===== config.mk =====
export PLATFORM = sky130hd
export DESIGN_NAME = logic_analyzer_capture_core_flat
export DESIGN_NICKNAME = d
export VERILOG_FILES = /design/src/rtl/lacap_pkg.sv /design/src/rtl/lacap_in_if.sv /design/src/rtl/lacap_out_if.sv /design/src/rtl/lacap_cfg_if.sv /design/src/rtl/logic_analyzer_capture_core.sv /design/src/rtl/lacap_cfg.sv /design/src/rtl/lacap_engine.sv /design/src/flat_wrapper.sv
export SDC_FILE = /design/constraint.sdc
export NUM_CORES = 1
export LEC_CHECK = 0
export BUFFER_PORTS_ARGS = -buffer_cell sky130_fd_sc_hd__buf_2
export CELL_PAD_IN_SITES_DETAIL_PLACEMENT = 1
export CELL_PAD_IN_SITES_GLOBAL_PLACEMENT = 1
export CORE_MARGIN = 5
export CORE_UTILIZATION = 48
export DETAILED_ROUTE_END_ITERATION = 8
export PLACE_DENSITY = 0.77
export SYNTH_ARGS = -nofsm -noshare
export SYNTH_HDL_FRONTEND = slang
export SYNTH_SLANG_ARGS = --single-unit

===== constraint.sdc =====
create_clock -name clk -period 5.86 [get_ports clk]
set_input_delay 0.293 -clock clk [delete_from_list [all_inputs] [get_ports clk]]
set_output_delay 0.293 -clock clk [all_outputs]
set_load 0.02 [all_outputs]

===== src/rtl/lacap_pkg.sv =====
`timescale 1ns / 1ps
// ----------------------------------------------------------------------------
// lacap_pkg
// Types and fixed constants of the logic analyzer capture core.
// ----------------------------------------------------------------------------
package lacap_pkg;

	localparam int LEVELS_W    = 8;
	localparam int IDX_W       = 11;
	localparam int PERIOD_W    = 32;
	localparam int TIMEOUT_W   = 32;
	localparam int DEPTH_REG_W = 12;
	localparam int CHCNT_W     = 4;
	localparam int MODE_W      = 2;
	localparam int TRIG_CH_W   = 3;
	localparam int CFG_IDX_W   = 3;
	localparam int CFG_DATA_W  = 32;

	// Register indexes
	localparam logic [CFG_IDX_W-1:0] REG_SAMPLE_PERIOD   = 3'd0;
	localparam logic [CFG_IDX_W-1:0] REG_SAMPLE_DEPTH    = 3'd1;
	localparam logic [CFG_IDX_W-1:0] REG_CHANNEL_COUNT   = 3'd2;
	localparam logic [CFG_IDX_W-1:0] REG_TRIGGER_MODE    = 3'd3;
	localparam logic [CFG_IDX_W-1:0] REG_TRIGGER_CHANNEL = 3'd4;
	localparam logic [CFG_IDX_W-1:0] REG_TRIGGER_TIMEOUT = 3'd5;

	// Trigger modes
	localparam logic [MODE_W-1:0] TRIG_NONE    = 2'd0;
	localparam logic [MODE_W-1:0] TRIG_RISING  = 2'd1;
	localparam logic [MODE_W-1:0] TRIG_FALLING = 2'd2;

	// Reset values
	localparam logic [PERIOD_W-1:0]    RST_PERIOD  = 32'd240;
	localparam logic [DEPTH_REG_W-1:0] RST_DEPTH   = 12'd2048;
	localparam logic [CHCNT_W-1:0]     RST_CHCNT   = 4'd4;
	localparam logic [TIMEOUT_W-1:0]   RST_TIMEOUT = 32'd240000000;

	// Channel count used when the register holds zero
	localparam logic [CHCNT_W-1:0] DEFAULT_CHCNT = 4'd4;

	// Command codes
	localparam logic CMD_TICK  = 1'b0;
	localparam logic CMD_START = 1'b1;

	typedef struct packed {
		logic [PERIOD_W-1:0]    period;     // zero already mapped to one
		logic [DEPTH_REG_W-1:0] depth;      // raw register
		logic [LEVELS_W-1:0]    chan_mask;
		logic [MODE_W-1:0]      trig_mode;
		logic [TRIG_CH_W-1:0]   trig_chan;
		logic [TIMEOUT_W-1:0]   timeout;
	} lacap_cfg_t;

	typedef struct packed {
		logic                cmd;
		logic [LEVELS_W-1:0] levels;
	} lacap_item_t;

	typedef struct packed {
		logic [LEVELS_W-1:0] value;
		logic [IDX_W-1:0]    index;
		logic                last;
	} lacap_result_t;

endpackage


===== src/rtl/lacap_in_if.sv =====
`timescale 1ns / 1ps
// ----------------------------------------------------------------------------
// lacap_in_if
// Tick / start channel of the capture core.
// ----------------------------------------------------------------------------
interface lacap_in_if import lacap_pkg::*; ();
	logic                valid;
	logic                ready;
	logic                cmd;
	logic [LEVELS_W-1:0] channel_levels;

	modport source (output valid, output cmd, output channel_levels, input ready);
	modport sink   (input valid, input cmd, input channel_levels, output ready);
endinterface


===== src/rtl/lacap_out_if.sv =====
`timescale 1ns / 1ps
// ----------------------------------------------------------------------------
// lacap_out_if
// Sample result channel of the capture core.
// ----------------------------------------------------------------------------
interface lacap_out_if import lacap_pkg::*; ();
	logic                valid;
	logic                ready;
	logic [LEVELS_W-1:0] sample_value;
	logic [IDX_W-1:0]    sample_index;
	logic                last_sample;

	modport source (output valid, output sample_value, output sample_index,
		output last_sample, input ready);
	modport sink   (input valid, input sample_value, input sample_index,
		input last_sample, output ready);
endinterface


===== src/rtl/lacap_cfg_if.sv =====
`timescale 1ns / 1ps
// ----------------------------------------------------------------------------
// lacap_cfg_if
// Register write channel of the capture core.
// ----------------------------------------------------------------------------
interface lacap_cfg_if import lacap_pkg::*; ();
	logic                  valid;
	logic                  ready;
	logic [CFG_IDX_W-1:0]  idx;
	logic [CFG_DATA_W-1:0] data;

	modport source (output valid, output idx, output data, input ready);
	modport sink   (input valid, input idx, input data, output ready);
endinterface


===== src/rtl/logic_analyzer_capture_core.sv =====
`timescale 1ns / 1ps
// ----------------------------------------------------------------------------
// logic_analyzer_capture_core
// Edge-triggered capture engine: trigger wait, periodic sampling, packing.
// ----------------------------------------------------------------------------
// Usage:
//   ticks   - one beat per sampling tick (cmd tick) with the channel levels,
//             or a start beat (cmd start) that arms a new capture.
//   samples - one beat per captured sample: packed levels, index in the
//             capture and a flag on the final sample.
//   cfg     - register writes (period, depth, channel count, trigger mode,
//             trigger channel, timeout); always ready, write only while idle.
// Throughput is one ticks beat per cycle while samples does not stall. A beat
// lands in the input register, then is evaluated against the capture state
// in a single pass into the result register, which drives samples. The
// capture state registers update together with the result register.
// When samples stalls, the result register holds its beat and ticks takes
// one more beat only while the input register is empty; after that
// ticks.ready drops until the sink takes the held sample.
// Reset returns every register to its default, the capture to idle and
// both pipeline registers to empty.
// ----------------------------------------------------------------------------
module logic_analyzer_capture_core import lacap_pkg::*; #(
	parameter int MAX_DEPTH    = 2048,
	parameter int MAX_CHANNELS = 8
) (
	input  logic        clk,
	input  logic        arst_n,
	lacap_in_if.sink    ticks,
	lacap_out_if.source samples,
	lacap_cfg_if.sink   cfg
);

	lacap_cfg_t    cfg_eff;
	lacap_item_t   item_s1;
	logic          item_valid_s1;
	logic          advance;
	logic          res_valid_q;
	lacap_result_t res_q;

	// Register writes never stall.
	assign cfg.ready = 1'b1;

	lacap_cfg #(
		.MAX_CHANNELS (MAX_CHANNELS)
	) u_cfg (
		.clk     (clk),
		.arst_n  (arst_n),
		.wr_en   (cfg.valid),
		.wr_idx  (cfg.idx),
		.wr_data (cfg.data),
		.cfg_eff (cfg_eff)
	);

	// Input register: take a beat whenever the stage is empty or draining.
	assign ticks.ready = !item_valid_s1 || advance;

	always_ff @(posedge clk or negedge arst_n) begin
		if (!arst_n) begin
			item_valid_s1 <= 1'b0;
		end else if (ticks.valid && ticks.ready) begin
			item_valid_s1 <= 1'b1;
		end else if (advance) begin
			item_valid_s1 <= 1'b0;
		end
	end

	// Payload carries no reset; capture it with each accepted beat.
	always_ff @(posedge clk) begin
		if (ticks.valid && ticks.ready) begin
			item_s1.cmd    <= ticks.cmd;
			item_s1.levels <= ticks.channel_levels;
		end
	end

	lacap_engine #(
		.MAX_DEPTH (MAX_DEPTH)
	) u_engine (
		.clk           (clk),
		.arst_n        (arst_n),
		.cfg_eff       (cfg_eff),
		.item_valid_s1 (item_valid_s1),
		.item_s1       (item_s1),
		.advance       (advance),
		.res_ready     (samples.ready),
		.res_valid_q   (res_valid_q),
		.res_q         (res_q)
	);

	// Drive the result register straight onto the samples channel.
	assign samples.valid        = res_valid_q;
	assign samples.sample_value = res_q.value;
	assign samples.sample_index = res_q.index;
	assign samples.last_sample  = res_q.last;

endmodule


===== src/rtl/lacap_cfg.sv =====
`timescale 1ns / 1ps
// ----------------------------------------------------------------------------
// lacap_cfg
// Configuration registers and their effective values.
// ----------------------------------------------------------------------------
module lacap_cfg import lacap_pkg::*; #(
	parameter int MAX_CHANNELS = 8
) (
	input  logic                  clk,
	input  logic                  arst_n,
	input  logic                  wr_en,
	input  logic [CFG_IDX_W-1:0]  wr_idx,
	input  logic [CFG_DATA_W-1:0] wr_data,
	output lacap_cfg_t            cfg_eff
);

	logic [PERIOD_W-1:0]    period_q;
	logic [DEPTH_REG_W-1:0] depth_q;
	logic [CHCNT_W-1:0]     chcnt_q;
	logic [MODE_W-1:0]      mode_q;
	logic [TRIG_CH_W-1:0]   trig_chan_q;
	logic [TIMEOUT_W-1:0]   timeout_q;
	logic [CHCNT_W-1:0]     chcnt_dflt;
	logic [CHCNT_W-1:0]     chcnt_eff;

	always_ff @(posedge clk or negedge arst_n) begin
		if (!arst_n) begin
			period_q    <= RST_PERIOD;
			depth_q     <= RST_DEPTH;
			chcnt_q     <= RST_CHCNT;
			mode_q      <= TRIG_NONE;
			trig_chan_q <= '0;
			timeout_q   <= RST_TIMEOUT;
		end else if (wr_en) begin
			case (wr_idx)
				REG_SAMPLE_PERIOD:   period_q    <= wr_data[PERIOD_W-1:0];
				REG_SAMPLE_DEPTH:    depth_q     <= wr_data[DEPTH_REG_W-1:0];
				REG_CHANNEL_COUNT:   chcnt_q     <= wr_data[CHCNT_W-1:0];
				REG_TRIGGER_MODE:    mode_q      <= wr_data[MODE_W-1:0];
				REG_TRIGGER_CHANNEL: trig_chan_q <= wr_data[TRIG_CH_W-1:0];
				REG_TRIGGER_TIMEOUT: timeout_q   <= wr_data[TIMEOUT_W-1:0];
				default: ;
			endcase
		end
	end

	// Zero channels means the default; clamp to the channels built in.
	always_comb begin
		chcnt_dflt = (chcnt_q == '0) ? DEFAULT_CHCNT : chcnt_q;
		chcnt_eff  = (chcnt_dflt > CHCNT_W'(MAX_CHANNELS)) ? CHCNT_W'(MAX_CHANNELS)
			: chcnt_dflt;
		for (int i = 0; i < LEVELS_W; i++) begin
			cfg_eff.chan_mask[i] = (CHCNT_W'(i) < chcnt_eff);
		end
		cfg_eff.period    = (period_q == '0) ? PERIOD_W'(1) : period_q;
		cfg_eff.depth     = depth_q;
		cfg_eff.trig_mode = mode_q;
		cfg_eff.trig_chan = trig_chan_q;
		cfg_eff.timeout   = timeout_q;
	end

endmodule


===== src/rtl/lacap_engine.sv =====
`timescale 1ns / 1ps
// ----------------------------------------------------------------------------
// lacap_engine
// Trigger wait, sample timing and the registered result stage.
// ----------------------------------------------------------------------------
module lacap_engine import lacap_pkg::*; #(
	parameter int MAX_DEPTH = 2048
) (
	input  logic          clk,
	input  logic          arst_n,
	input  lacap_cfg_t    cfg_eff,
	input  logic          item_valid_s1,
	input  lacap_item_t   item_s1,
	output logic          advance,
	input  logic          res_ready,
	output logic          res_valid_q,
	output lacap_result_t res_q
);

	localparam int ST_W  = $clog2(MAX_DEPTH + 1);
	localparam int CMP_W = (ST_W > DEPTH_REG_W) ? ST_W : DEPTH_REG_W;

	localparam logic [1:0] PH_IDLE       = 2'd0;
	localparam logic [1:0] PH_WAIT_LEAVE = 2'd1;
	localparam logic [1:0] PH_WAIT_EDGE  = 2'd2;
	localparam logic [1:0] PH_SAMPLING   = 2'd3;

	logic [1:0]           phase_q, phase_d;
	logic [TIMEOUT_W-1:0] tmo_cnt_q, tmo_cnt_d, tmo_inc;
	logic [PERIOD_W-1:0]  per_cnt_q, per_cnt_d, per_inc;
	logic [ST_W-1:0]      taken_q, taken_d;
	logic [CMP_W-1:0]     depth_w, depth_eff;
	logic [CMP_W:0]       taken_inc;
	logic                 trig_lvl, active_lvl, emit, last;
	lacap_result_t        res_d;

	assign advance = item_valid_s1 && (!res_valid_q || res_ready);

	always_comb begin
		depth_w    = CMP_W'(cfg_eff.depth);
		depth_eff  = (depth_w == '0 || depth_w > CMP_W'(MAX_DEPTH)) ? CMP_W'(MAX_DEPTH)
			: depth_w;
		taken_inc  = (CMP_W + 1)'(taken_q) + 1'b1;
		last       = (taken_inc >= (CMP_W + 1)'(depth_eff));
		trig_lvl   = item_s1.levels[cfg_eff.trig_chan];
		active_lvl = (cfg_eff.trig_mode != TRIG_FALLING);
		tmo_inc    = (tmo_cnt_q == '1) ? tmo_cnt_q : tmo_cnt_q + 1'b1;
		per_inc    = (per_cnt_q == '1) ? per_cnt_q : per_cnt_q + 1'b1;

		phase_d   = phase_q;
		tmo_cnt_d = tmo_cnt_q;
		per_cnt_d = per_cnt_q;
		taken_d   = taken_q;
		emit      = 1'b0;
		res_d.value = item_s1.levels & cfg_eff.chan_mask;
		res_d.index = IDX_W'(taken_q);
		res_d.last  = last;

		if (item_s1.cmd == CMD_START) begin
			tmo_cnt_d = '0;
			per_cnt_d = '0;
			taken_d   = '0;
			if (cfg_eff.trig_mode == TRIG_RISING || cfg_eff.trig_mode == TRIG_FALLING) begin
				phase_d = PH_WAIT_LEAVE;
			end else begin
				phase_d = PH_SAMPLING;
			end
		end else begin
			case (phase_q)
				PH_WAIT_LEAVE, PH_WAIT_EDGE: begin
					tmo_cnt_d = tmo_inc;
					if (tmo_inc >= cfg_eff.timeout) begin
						phase_d   = PH_SAMPLING;
						per_cnt_d = '0;
					end else if (phase_q == PH_WAIT_LEAVE) begin
						if (trig_lvl != active_lvl) phase_d = PH_WAIT_EDGE;
					end else if (trig_lvl == active_lvl) begin
						phase_d   = PH_SAMPLING;
						per_cnt_d = '0;
					end
				end
				PH_SAMPLING: begin
					if (per_inc < cfg_eff.period) begin
						per_cnt_d = per_inc;
					end else begin
						per_cnt_d = '0;
						emit      = 1'b1;
						taken_d   = ST_W'(taken_inc);
						if (last) phase_d = PH_IDLE;
					end
				end
				default: ;
			endcase
		end
	end

	always_ff @(posedge clk or negedge arst_n) begin
		if (!arst_n) begin
			phase_q     <= PH_IDLE;
			tmo_cnt_q   <= '0;
			per_cnt_q   <= '0;
			taken_q     <= '0;
			res_valid_q <= 1'b0;
		end else if (advance) begin
			phase_q     <= phase_d;
			tmo_cnt_q   <= tmo_cnt_d;
			per_cnt_q   <= per_cnt_d;
			taken_q     <= taken_d;
			res_valid_q <= emit;
		end else if (res_ready) begin
			res_valid_q <= 1'b0;
		end
	end

	always_ff @(posedge clk) begin
		if (advance && emit) begin
			res_q <= res_d;
		end
	end

endmodule


===== src/flat_wrapper.sv =====
// flat-port wrapper written by rule: the top's interface ports become plain ports
module logic_analyzer_capture_core_flat import lacap_pkg::*;
#(
	parameter int MAX_DEPTH    = 2048,
	parameter int MAX_CHANNELS = 8
)
  (clk, arst_n, ticks_valid, ticks_cmd, ticks_channel_levels, ticks_ready, samples_valid, samples_sample_value, samples_sample_index, samples_last_sample, samples_ready, cfg_valid, cfg_idx, cfg_data, cfg_ready);
  lacap_in_if ticks_i ();
  lacap_out_if samples_i ();
  lacap_cfg_if cfg_i ();
  input  logic clk;
  input  logic arst_n;
  input wire logic [$bits(ticks_i.valid)-1:0] ticks_valid;
  input wire logic [$bits(ticks_i.cmd)-1:0] ticks_cmd;
  input wire logic [$bits(ticks_i.channel_levels)-1:0] ticks_channel_levels;
  output wire logic [$bits(ticks_i.ready)-1:0] ticks_ready;
  output wire logic [$bits(samples_i.valid)-1:0] samples_valid;
  output wire logic [$bits(samples_i.sample_value)-1:0] samples_sample_value;
  output wire logic [$bits(samples_i.sample_index)-1:0] samples_sample_index;
  output wire logic [$bits(samples_i.last_sample)-1:0] samples_last_sample;
  input wire logic [$bits(samples_i.ready)-1:0] samples_ready;
  input wire logic [$bits(cfg_i.valid)-1:0] cfg_valid;
  input wire logic [$bits(cfg_i.idx)-1:0] cfg_idx;
  input wire logic [$bits(cfg_i.data)-1:0] cfg_data;
  output wire logic [$bits(cfg_i.ready)-1:0] cfg_ready;
  assign ticks_i.valid = ticks_valid;
  assign ticks_i.cmd = ticks_cmd;
  assign ticks_i.channel_levels = ticks_channel_levels;
  assign ticks_ready = ticks_i.ready;
  assign samples_valid = samples_i.valid;
  assign samples_sample_value = samples_i.sample_value;
  assign samples_sample_index = samples_i.sample_index;
  assign samples_last_sample = samples_i.last_sample;
  assign samples_i.ready = samples_ready;
  assign cfg_i.valid = cfg_valid;
  assign cfg_i.idx = cfg_idx;
  assign cfg_i.data = cfg_data;
  assign cfg_ready = cfg_i.ready;
  logic_analyzer_capture_core #(.MAX_DEPTH(MAX_DEPTH), .MAX_CHANNELS(MAX_CHANNELS)) u_core (.clk(clk), .arst_n(arst_n), .ticks(ticks_i), .samples(samples_i), .cfg(cfg_i));
endmodule

# Yosys cells after proc, flatten, opt, wreduce, memory -nomap -nowiden
# Cells that the tools add are included.
# op_classes
add_sub_neg	3
n_lt_le_gt_ge	14
n_eq_ne	22
n_mux	35
bitwise	1
n_reduce_logical	29
# op_table
operator	n
$mux W32	10
$add A32 B1 Y32 const B	2
$eq A32 B32 Y1 const B	2
$pmux W32 S2	1
$mux W12	4
$ge A32 B32 Y1	1
$logic_not A32 Y1	1
$lt A32 B32 Y1	1
$lt A3 B4 Y1 const A	4
$mux W2	8
$reduce_and A2 Y1	7
$add A12 B1 Y13 const B	1
$ge A13 B12 Y1	1
$gt A12 B12 Y1 const B	1
$logic_not A12 Y1	1
$ne A5 B4 Y1 const B	2
$and A8 B8 Y8	1
$lt A1 B4 Y1 const A	2
$lt A2 B4 Y1 const A	2
$mux W1	8
$mux W4	2
$ne A4 B3 Y1 const B	2
$reduce_bool A2 Y1	4
$eq A2 B2 Y1 const B	3
23 further kinds	33
# word_totals
register_bits	194
wordCells	121

# Depth between registers and ports, before layout
# Gate-level depths: netlist of the first run.
# logic_depth
ltp_word	8
mapped_depth	20

# By module
# A second synthesis of the first run with hierarchy kept.
# unflattened
hier_cells	1147
area_unflattened_um2	11658.7
# modules_own_cells
mod	instances	cells_each	area_per_inst_um2	seq_area_each_um2
lacap_engine	1	895	7808.7	2577.5
lacap_cfg	1	237	3514.6	2147.1
logic_analyzer_capture_core	1	15	335.3	295.3

# Least setup slack after synthesis of the first run
# OpenSTA, ideal clock, no wires.
# synth_timing
kind	flip-flop to flip-flop
from	register u_core.u_engine.per_cnt_q[4]
to	register u_core.u_engine.res_q[0] (netlist name)
setup_time_ns	0.375
t_arrival_ns	4.300
slack_ns	1.185
stages_incl_launch_ff	19
n_path_buf	2
cell_sequence	dfrtp_1 buf_2 nand4_2 or4_1 a311oi_1 nor2b_1 nand2b_1 clkbuf_1 nor2_1 xor2_1 ha_1 nand4_1 nor4_2 nand4_1 mux2i_1 a31oi_1 nand2_1 nand3_1 inv_1
# synth_via
elab_chain_len	7
# synth_lines
element	line_no	source
from (decl)	lacap_engine.sv:30	logic [PERIOD_W-1:0] per_cnt_q, per_cnt_d, per_inc;
from (signal assigned)	lacap_engine.sv:107	per_cnt_q <= per_cnt_d;
$add A32 B1 Y32 or $eq A32 B32 Y1 (tied branches)	lacap_engine.sv:48	per_inc = (per_cnt_q == '1) ? per_cnt_q : per_cnt_q + 1'b1;
$mux W32 *	lacap_engine.sv:48	
$lt A32 B32 Y1 *	lacap_engine.sv:83	if (per_inc < cfg_eff.period) begin
$mux W1 *	lacap_engine.sv:83	
$mux W1 *	lacap_engine.sv:69	case (phase_q)
$mux W1 *	lacap_engine.sv:59	if (item_s1.cmd == CMD_START) begin
$logic_and A1 B1 Y1 *	lacap_engine.sv:116	if (advance && emit) begin
# Every way passes the cells marked *; elsewhere a longest branch is shown, timed or not.
# A chain may end at the register's enable or synchronous reset.

# Worst setup path after layout of the first run
# layout_timing
from	register u_core.u_engine.per_cnt_q[4]
to	register u_core.u_engine.taken_q[6]
# layout_via
elab_chain_len	5
# layout_lines
element	line_no	source
$add A32 B1 Y32 or $eq A32 B32 Y1 (tied branches)	lacap_engine.sv:48	
$mux W32 *	lacap_engine.sv:48	
$lt A32 B32 Y1 *	lacap_engine.sv:83	
$ne A2 B1 Y1 (no source line) *	-	
$reduce_and A3 Y1 (no source line) *	-	
to (signal assigned)	lacap_engine.sv:108	taken_q <= taken_d;
to (decl)	lacap_engine.sv:31	logic [ST_W-1:0] taken_q, taken_d;
# Marks and branches as above.

==> results of run 1 <==
## report_power, final
part           switching, uW  internal (uW)
logic                    581            373
registers                149           1560
clock network            648            588
total                   1380           2520
## through the flow
stage	instance area (sq um)	hold WS [ns]
floorplan	11700	-0.00259
global placement	12400	0.299
detailed placement	12400	0.302
CTS	13000	0.00125
global route	13100	0.00547
finish	13100	0.0231
## path summary, 6_finish.rpt
| check | depth (start not counted) | slack (ns) | to |
|---|---|---|---|
| max in group asynchronous | 3 | 4.13 | u_core.u_engine.tmo_cnt_q[23]$_DFFE_PN0P_ |
| worst max-delay path | 16 | 0.47 | u_core.u_engine.taken_q[6]$_DFFE_PN0P_ |
| worst max register to register | 16 | 0.47 | u_core.u_engine.taken_q[6]$_DFFE_PN0P_ |
| min in group asynchronous | 2 | 0.36 | u_core.u_engine.taken_q[2]$_DFFE_PN0P_ |
| worst min-delay path | 1 | 0.02 | u_core.item_s1[0]$_DFFE_PP_ |
| worst min register to register | 1 | 0.51 | u_core.u_cfg.timeout_q[24]$_DFFE_PN0P_ |
## cell type report
class                           count  area share [%]
Clock buffer                       17            3.26
Clock inverter                     15            1.52
Inverter                           95            2.73
Multi-Input combinational cell    864            47.0
Sequential cell                   194            38.5
Tap cell                          324            3.11
Timing Repair Buffer               90            3.96
## sequential cells by signal, indices dropped and copies added (netlist names)
name and cells:
u_core.item_s1 9, u_core.item_valid_s1 1, u_core.u_cfg.chcnt_q 4, u_core.u_cfg.depth_q 12, u_core.u_cfg.mode_q 2, u_core.u_cfg.period_q 32
u_core.u_cfg.timeout_q 32, u_core.u_cfg.trig_chan_q 3, u_core.u_engine.per_cnt_q 32, u_core.u_engine.phase_q 2, u_core.u_engine.res_q 20, u_core.u_engine.res_valid_q 1
u_core.u_engine.taken_q 12, u_core.u_engine.tmo_cnt_q 32
## what timing repair did
item | in CTS | in global routing
hold buffers | 2 | 2
hold endpoints to repair | 53 | 2
resized for setup | 0 | 1
endpoints found under the setup margin | 0 | 21
## layer usage
| metal | up-vias | wire length (um) | GRT usage [%] |
|---|---|---|---|
| met3 | 44 | 1160 | 4.67 |
| met5 | - | 0 | 0 |
| li1 | 4430 | - | - |
| met2 | 183 | 16000 | 40.7 |
| met4 | 0 | 673 | 6.24 |
| met1 | 4734 | 14600 | 31.1 |
## cell usage after synthesis (5+ instances only)
master / n / share of area, %
dfrtp_1: 149 / 32
o21ai_0: 115 / 4.9
nand2_1: 103 / 3.3
inv_1: 95 / 3.1
ha_1: 82 / 8.8
nor2_1: 63 / 2.0
mux2_2: 53 / 5.1
xnor2_1: 41 / 3.1
nand3_1: 40 / 1.7
clkbuf_1: 39 / 1.3
nand4_1: 36 / 1.9
a21oi_1: 32 / 1.4
edfxtp_1: 29 / 7.5
xor2_1: 29 / 2.2
nor3_1: 23 / 0.99
a22o_1: 21 / 1.6
and3_1: 20 / 1.1
a21o_1: 16 / 1.0
dfstp_2: 16 / 3.6
nand2b_1: 16 / 0.86
nor4_1: 15 / 0.80
o31ai_1: 15 / 0.97
and2_1: 14 / 0.75
a31oi_1: 13 / 0.70
and4_1: 12 / 0.90
mux2i_1: 12 / 1.0
nor2b_1: 10 / 0.54
a211oi_1: 7 / 0.45
o211ai_1: 7 / 0.45
buf_2: 6 / 0.26
a31o_2: 5 / 0.38
nand4b_1: 5 / 0.38
## worst max-delay path, stage by stage (launching register included)
cell and delay [ns]:
dfrtp_1 0.49, nand4_2 0.23, or4_1 0.56, a311oi_1 0.44, nor2b_1 0.24, nand2b_1 0.22, nor2_1 0.25, xor2_1 0.10
ha_1 0.31, nand4_1 0.20, nor4_4 0.54, nand4_1 0.16, mux2i_1 0.24, a31oi_1 0.20, a2111oi_0 0.73, mux2i_1 0.27
o21ai_1 0.07
## cells by family after synthesis
kind of cell               count (synthesis)  share of synthesized area [%]
AOI/OAI and AO/OA                        270                           14.7
muxes                                     67                           6.53
xor gates and xnor gates                  70                           5.26
and+or+nand+nor                          374                           16.9
buffers and inverters                    143                           4.79
DFF                                      194                           43.0
adders and majority gates                 82                           8.79
other                                      1                         0.0321
==> impl_metrics.ini, run 1 <==
[grt]
grt_first_pass_wirelength_mm = 53.6
grt.overflow.total = 0
track_usage_pct = 23.8
antenna_found_initial = 0
grt_max_degree = 71
grt_pass1_vias = 10100

[floorplanning]
ios = 72
die_h_um = 166
die-area_sq_um = 27500
core_sq_um = 24100
rows = 57
fp.dieW_um = 166
start_util_pct = 48.4

[power_and_ir_drop]
p_total_uw = 3900
ir_drop_mv = 0.154
p_leak_uw = 0.00602
powerDensity_nw_per_um2 = 299

[route]
drtIter0Drc = 541
drtAntennaViolNets = 0
vias_per_cell = 5.87
dr.pass1.iters = 4
wl_per_cell_um = 20.3
drc = 0
wl_mm = 32.5
route.vias.total = 9391

[final_layout]
finish.utilization_pct = 54.1
nets = 1393
syn_to_final_growth_pct = 11.9
mostFrequentLayoutCells = dfrtp_1 (149), o21ai_0 (114), nand2_1 (103)
n_fill_cell = 2752
drive_gt1_share_pct = 16.4
register_area_sq_um = 5020
stdcell_count = 1599
final_common_cell = dfrtp_1
multi_input_area_sq_um = 6130
n_antenna_cell = 0

[logic_synthesis]
synth_area_sq_um = 11700
synth_cell_type_count = 67
avgSynthCellArea_sq_um = 9.71
synthArstFlopShare_pct = 85.1
ys_seq_area_share_pct = 43.0
postSynthCellCount = 1201
synth_edf_count = 29
yosys_warnings = 0
synthFlopType = dfrtp_1
synth_fp_nets = 1332
ys_ff_latch = 194

[placement]
portBuffers = 70
place_congestion = 0.837
dp_cells = 1563
dp_hpwl_mm = 23.2
dp_slack_ns = 0.457

[timing]
rsz0062_at_grt = no
clock_skew_ns = 0.0142
setup_violations = 0
min_period_over_period_pct = 91.9
fin_crit_ns = 5.39
tns_ns = 0
slew_headroom_pct = 29.4
setup_slack_ns = 0.472
max_freq_mhz = 186
worst-slew-pin-transition_ns = 1.06
hold_viol_final = 0
finalMaxSlewViolations = 0

[worst_hold_path]
min_path_type = in -> reg
hold_start = ticks_channel_levels[0]

[clocking]
cts_setup_buffers = 0
clock-sinks = 194
clockBufferDepth = 2
cts_buffers = 17
clk_latency_ns = 0.45
cts_tree = yes
cts_htree_levels = 4
path_clk_slew_ns = 0.09
cts_root_buf = clkbuf_16

[setup_path]
cp-end-kind = flip-flop
r2r-start = u_core.u_engine.per_cnt_q[4]$_DFFE_PN0P_
cp_max_fo = 8
start_kind = flip-flop
arrival_ns = 5.71
crit_required_ns = 6.18
worstSetupPathType = reg -> reg
crit_path_start = u_core.u_engine.per_cnt_q[4]$_DFFE_PN0P_

[run]
max_cap_violations = 0

[run_status]
outcome = finished clean
(Power assumes the default switching activity.)
==> run 2, diff against run 1 <==
--- a/config.mk
+++ b/config.mk
@@ -9,9 +9,10 @@
 export CELL_PAD_IN_SITES_DETAIL_PLACEMENT = 1
 export CELL_PAD_IN_SITES_GLOBAL_PLACEMENT = 1
 export CORE_MARGIN = 5
-export CORE_UTILIZATION = 48
+export CORE_UTILIZATION = 50
+export CTS_BUF_LIST = sky130_fd_sc_hd__clkbuf_8
 export DETAILED_ROUTE_END_ITERATION = 8
-export PLACE_DENSITY = 0.77
+export PLACE_DENSITY = 0.8
 export SYNTH_ARGS = -nofsm -noshare
 export SYNTH_HDL_FRONTEND = slang
 export SYNTH_SLANG_ARGS = --single-unit
==> run 2 against run 1 <==
- sequential power about the same
- sequential share of layout area increased by 0.34 points
- worst hold slack better by 0.00063 ns
- clock skew up 0.0041 ns
- final area fell by 0.88%
- maximum frequency decreased by 1.4%
- utilization is 2.6 points higher
- first-iteration DRC count is 7.9% higher
- register-to-register slack got worse by 0.08 ns
- die area is 3.8% lower
- worst setup slack worse by 0.076 ns
- critical endpoint is now u_core.u_engine.res_q[0]$_DFFE_PP_
- highest routed layer is now met5
==> impl_metrics.ini, run 2 (synthesized netlist as in run 1, its figures left out) <==
[placement]
portBuffers = 70
dp_hpwl_mm = 23.0
placed_cell_area_sq_um = 12400
dp_cells = 1552
place_congestion = 0.847

[power_and_ir_drop]
powerDensity_nw_per_um2 = 280
p_sw_share_pct = 36.1
ir_drop_mv = 0.153
pwr-share-seq_pct = 47.1
p_leak_uw = 0.00597
pwr-share-comb_pct = 26.5
p_clk_share_pct = 26.4
intPower_uw = 2310
p_switching_uw = 1310

[setup_path]
slowest_delay_ns = 0.71
crit_path_start = u_core.u_engine.per_cnt_q[4]$_DFFE_PN0P_
start_kind = flip-flop
crit_required_ns = 6.07
arrival_ns = 5.68
worstPathCellList = nand4_2 > or4_1 > a311oi_1 > nor2b_1 > nand2b_1 > nor2_1 > xor2_1 > ha_1 > nand4_1 > nor4_4 > buf_4 > nand4_1 > mux2i_1 > a31oi_1 > nand2_1 > nand3_1 > inv_1 > buf_4
worstSetupPathType = reg -> reg
cp-end-kind = flip-flop
cp_max_fo = 20
r2r-start = u_core.u_engine.per_cnt_q[4]$_DFFE_PN0P_
slowest_stage = a31oi_1

[final_layout]
mostFrequentLayoutCells = dfrtp_1 (149), o21ai_0 (114), nand2_1 (103)
design_area_sq_um = 12900
multi_input_area_sq_um = 6130
final_common_cell = dfrtp_1
n_fill_cell = 2576
register_area_sq_um = 5020
syn_to_final_growth_pct = 10.9
n_antenna_cell = 0
drive_gt1_share_pct = 16.4
stdcell_count = 1595
nets = 1400

[grt]
grt.overflow.total = 0
grt_pass1_vias = 9940
antenna_found_initial = 1
grt_max_degree = 78
track_usage_pct = 24.1
grt_first_pass_wirelength_mm = 51.6

[floorplanning]
start_util_pct = 51.2
die_h_um = 163
fp.dieW_um = 163
core_sq_um = 22800
rows = 55
ios = 72
die-area_sq_um = 26500

[route]
drtAntennaViolNets = 0
vias_per_cell = 5.87
drc = 0
dr.pass1.iters = 5
wl_mm = 31.6
route.vias.total = 9364
wl_per_cell_um = 19.8
drtIter0Drc = 584

[timing]
finalHoldWorstSlack_ns = 0.0237
hold_viol_final = 0
fin_crit_ns = 5.46
max_freq_mhz = 183
slew_headroom_pct = 34.1
clock_skew_ns = 0.0182
setup_violations = 0
min_period_over_period_pct = 93.2
tns_ns = 0
rsz0062_at_grt = no
worst-slew-pin-transition_ns = 0.988
finalMaxSlewViolations = 0

[clocking]
cts_tree = yes
cts_root_buf = clkbuf_8
path_clk_slew_ns = 0.12
cts_buffers = 17
cts_htree_levels = 4
clk_latency_ns = 0.48
clock-sinks = 194
clockBufferDepth = 2

[run_status]
outcome = finished clean

[worst_hold_path]
min_path_type = in -> reg
hold_start = ticks_valid

[run]
max_cap_violations = 0
-- run 2: area by class of cell --
class,count,share of cell area (%)
clock inverters,15,1.65
clock buffers,17,1.81
repair buffers,97,4.52
flip-flops and latches,194,38.8
well taps,313,3.03
multi-input cells,864,47.4
inverters,95,2.76
-- run 2: critical path: cells and delay by family, from the launching register on --
kind,cells,cell delay [ns]
flip-flops,1,0.50
buffers and inverters,3,0.45
AND/OR/NAND/NOR,10,2.52
XOR/XNOR,1,0.21
multiplexers,1,0.10
adder cells (fa/ha/maj),1,0.27
AO/OA/AOI/OAI,2,1.14
-- run 2: power groups by stage --
stage                     logic [uW]  clock network, uW  registers [uW]
after floorplan                  661                  0            1680
final                            957                956            1700
after CTS                        955                982            1700
after detailed placement         932                  0            1730
after global placement           885                  0            1720
after global routing            1080               1040            1730
-- run 2: timing repair --
| action | 4_1_cts | 5_1_grt |
|---|---|---|
| hold endpoints to repair | 44 | 0 |
| hold buffers | 10 | 0 |
| setup buffers | 0 | 1 |
| setup endpoints to repair | 0 | 25 |
| gates resized for setup | 0 | 2 |
-- run 2: path summary, 6_finish.rpt --
check                                                          to  slack (ns)  cells past startpoint
max                            u_core.u_engine.res_q[0]$_DFFE_PP_        0.40                     18
min                              u_core.item_valid_s1$_DFFE_PN0P_        0.02                      2
max reg2reg                    u_core.u_engine.res_q[0]$_DFFE_PP_        0.40                     18
min reg2reg                 u_core.u_cfg.timeout_q[8]$_DFFE_PN0P_        0.51                      1
max in group asynchronous   u_core.u_cfg.period_q[10]$_DFFE_PN0P_        4.23                      3
min in group asynchronous  u_core.u_engine.taken_q[2]$_DFFE_PN0P_        0.29                      2
-- run 2: per-layer routing --
layer / wire length, um / vias up / GRT usage, %
li1: - / 4462 / -
met1: 14100 / 4686 / 31.3
met2: 15900 / 167 / 42.4
met3: 995 / 47 / 3.39
met4: 631 / 2 / 6.33
met5: 13 / - / 0
-- run 2: through the flow --
| step | setup slack (ns) | utilization, % | total power, uW |
|---|---|---|---|
| after floorplan | 1.18 | - | 2340 |
| after global placement | 0.708 | 54.3 | 2610 |
| after detailed placement | 0.449 | 54.3 | 2660 |
| after CTS | 0.294 | 56.7 | 3640 |
| after global routing | 0.0200 | 56.8 | 3850 |
| final | 0.397 | 56.8 | 3620 |
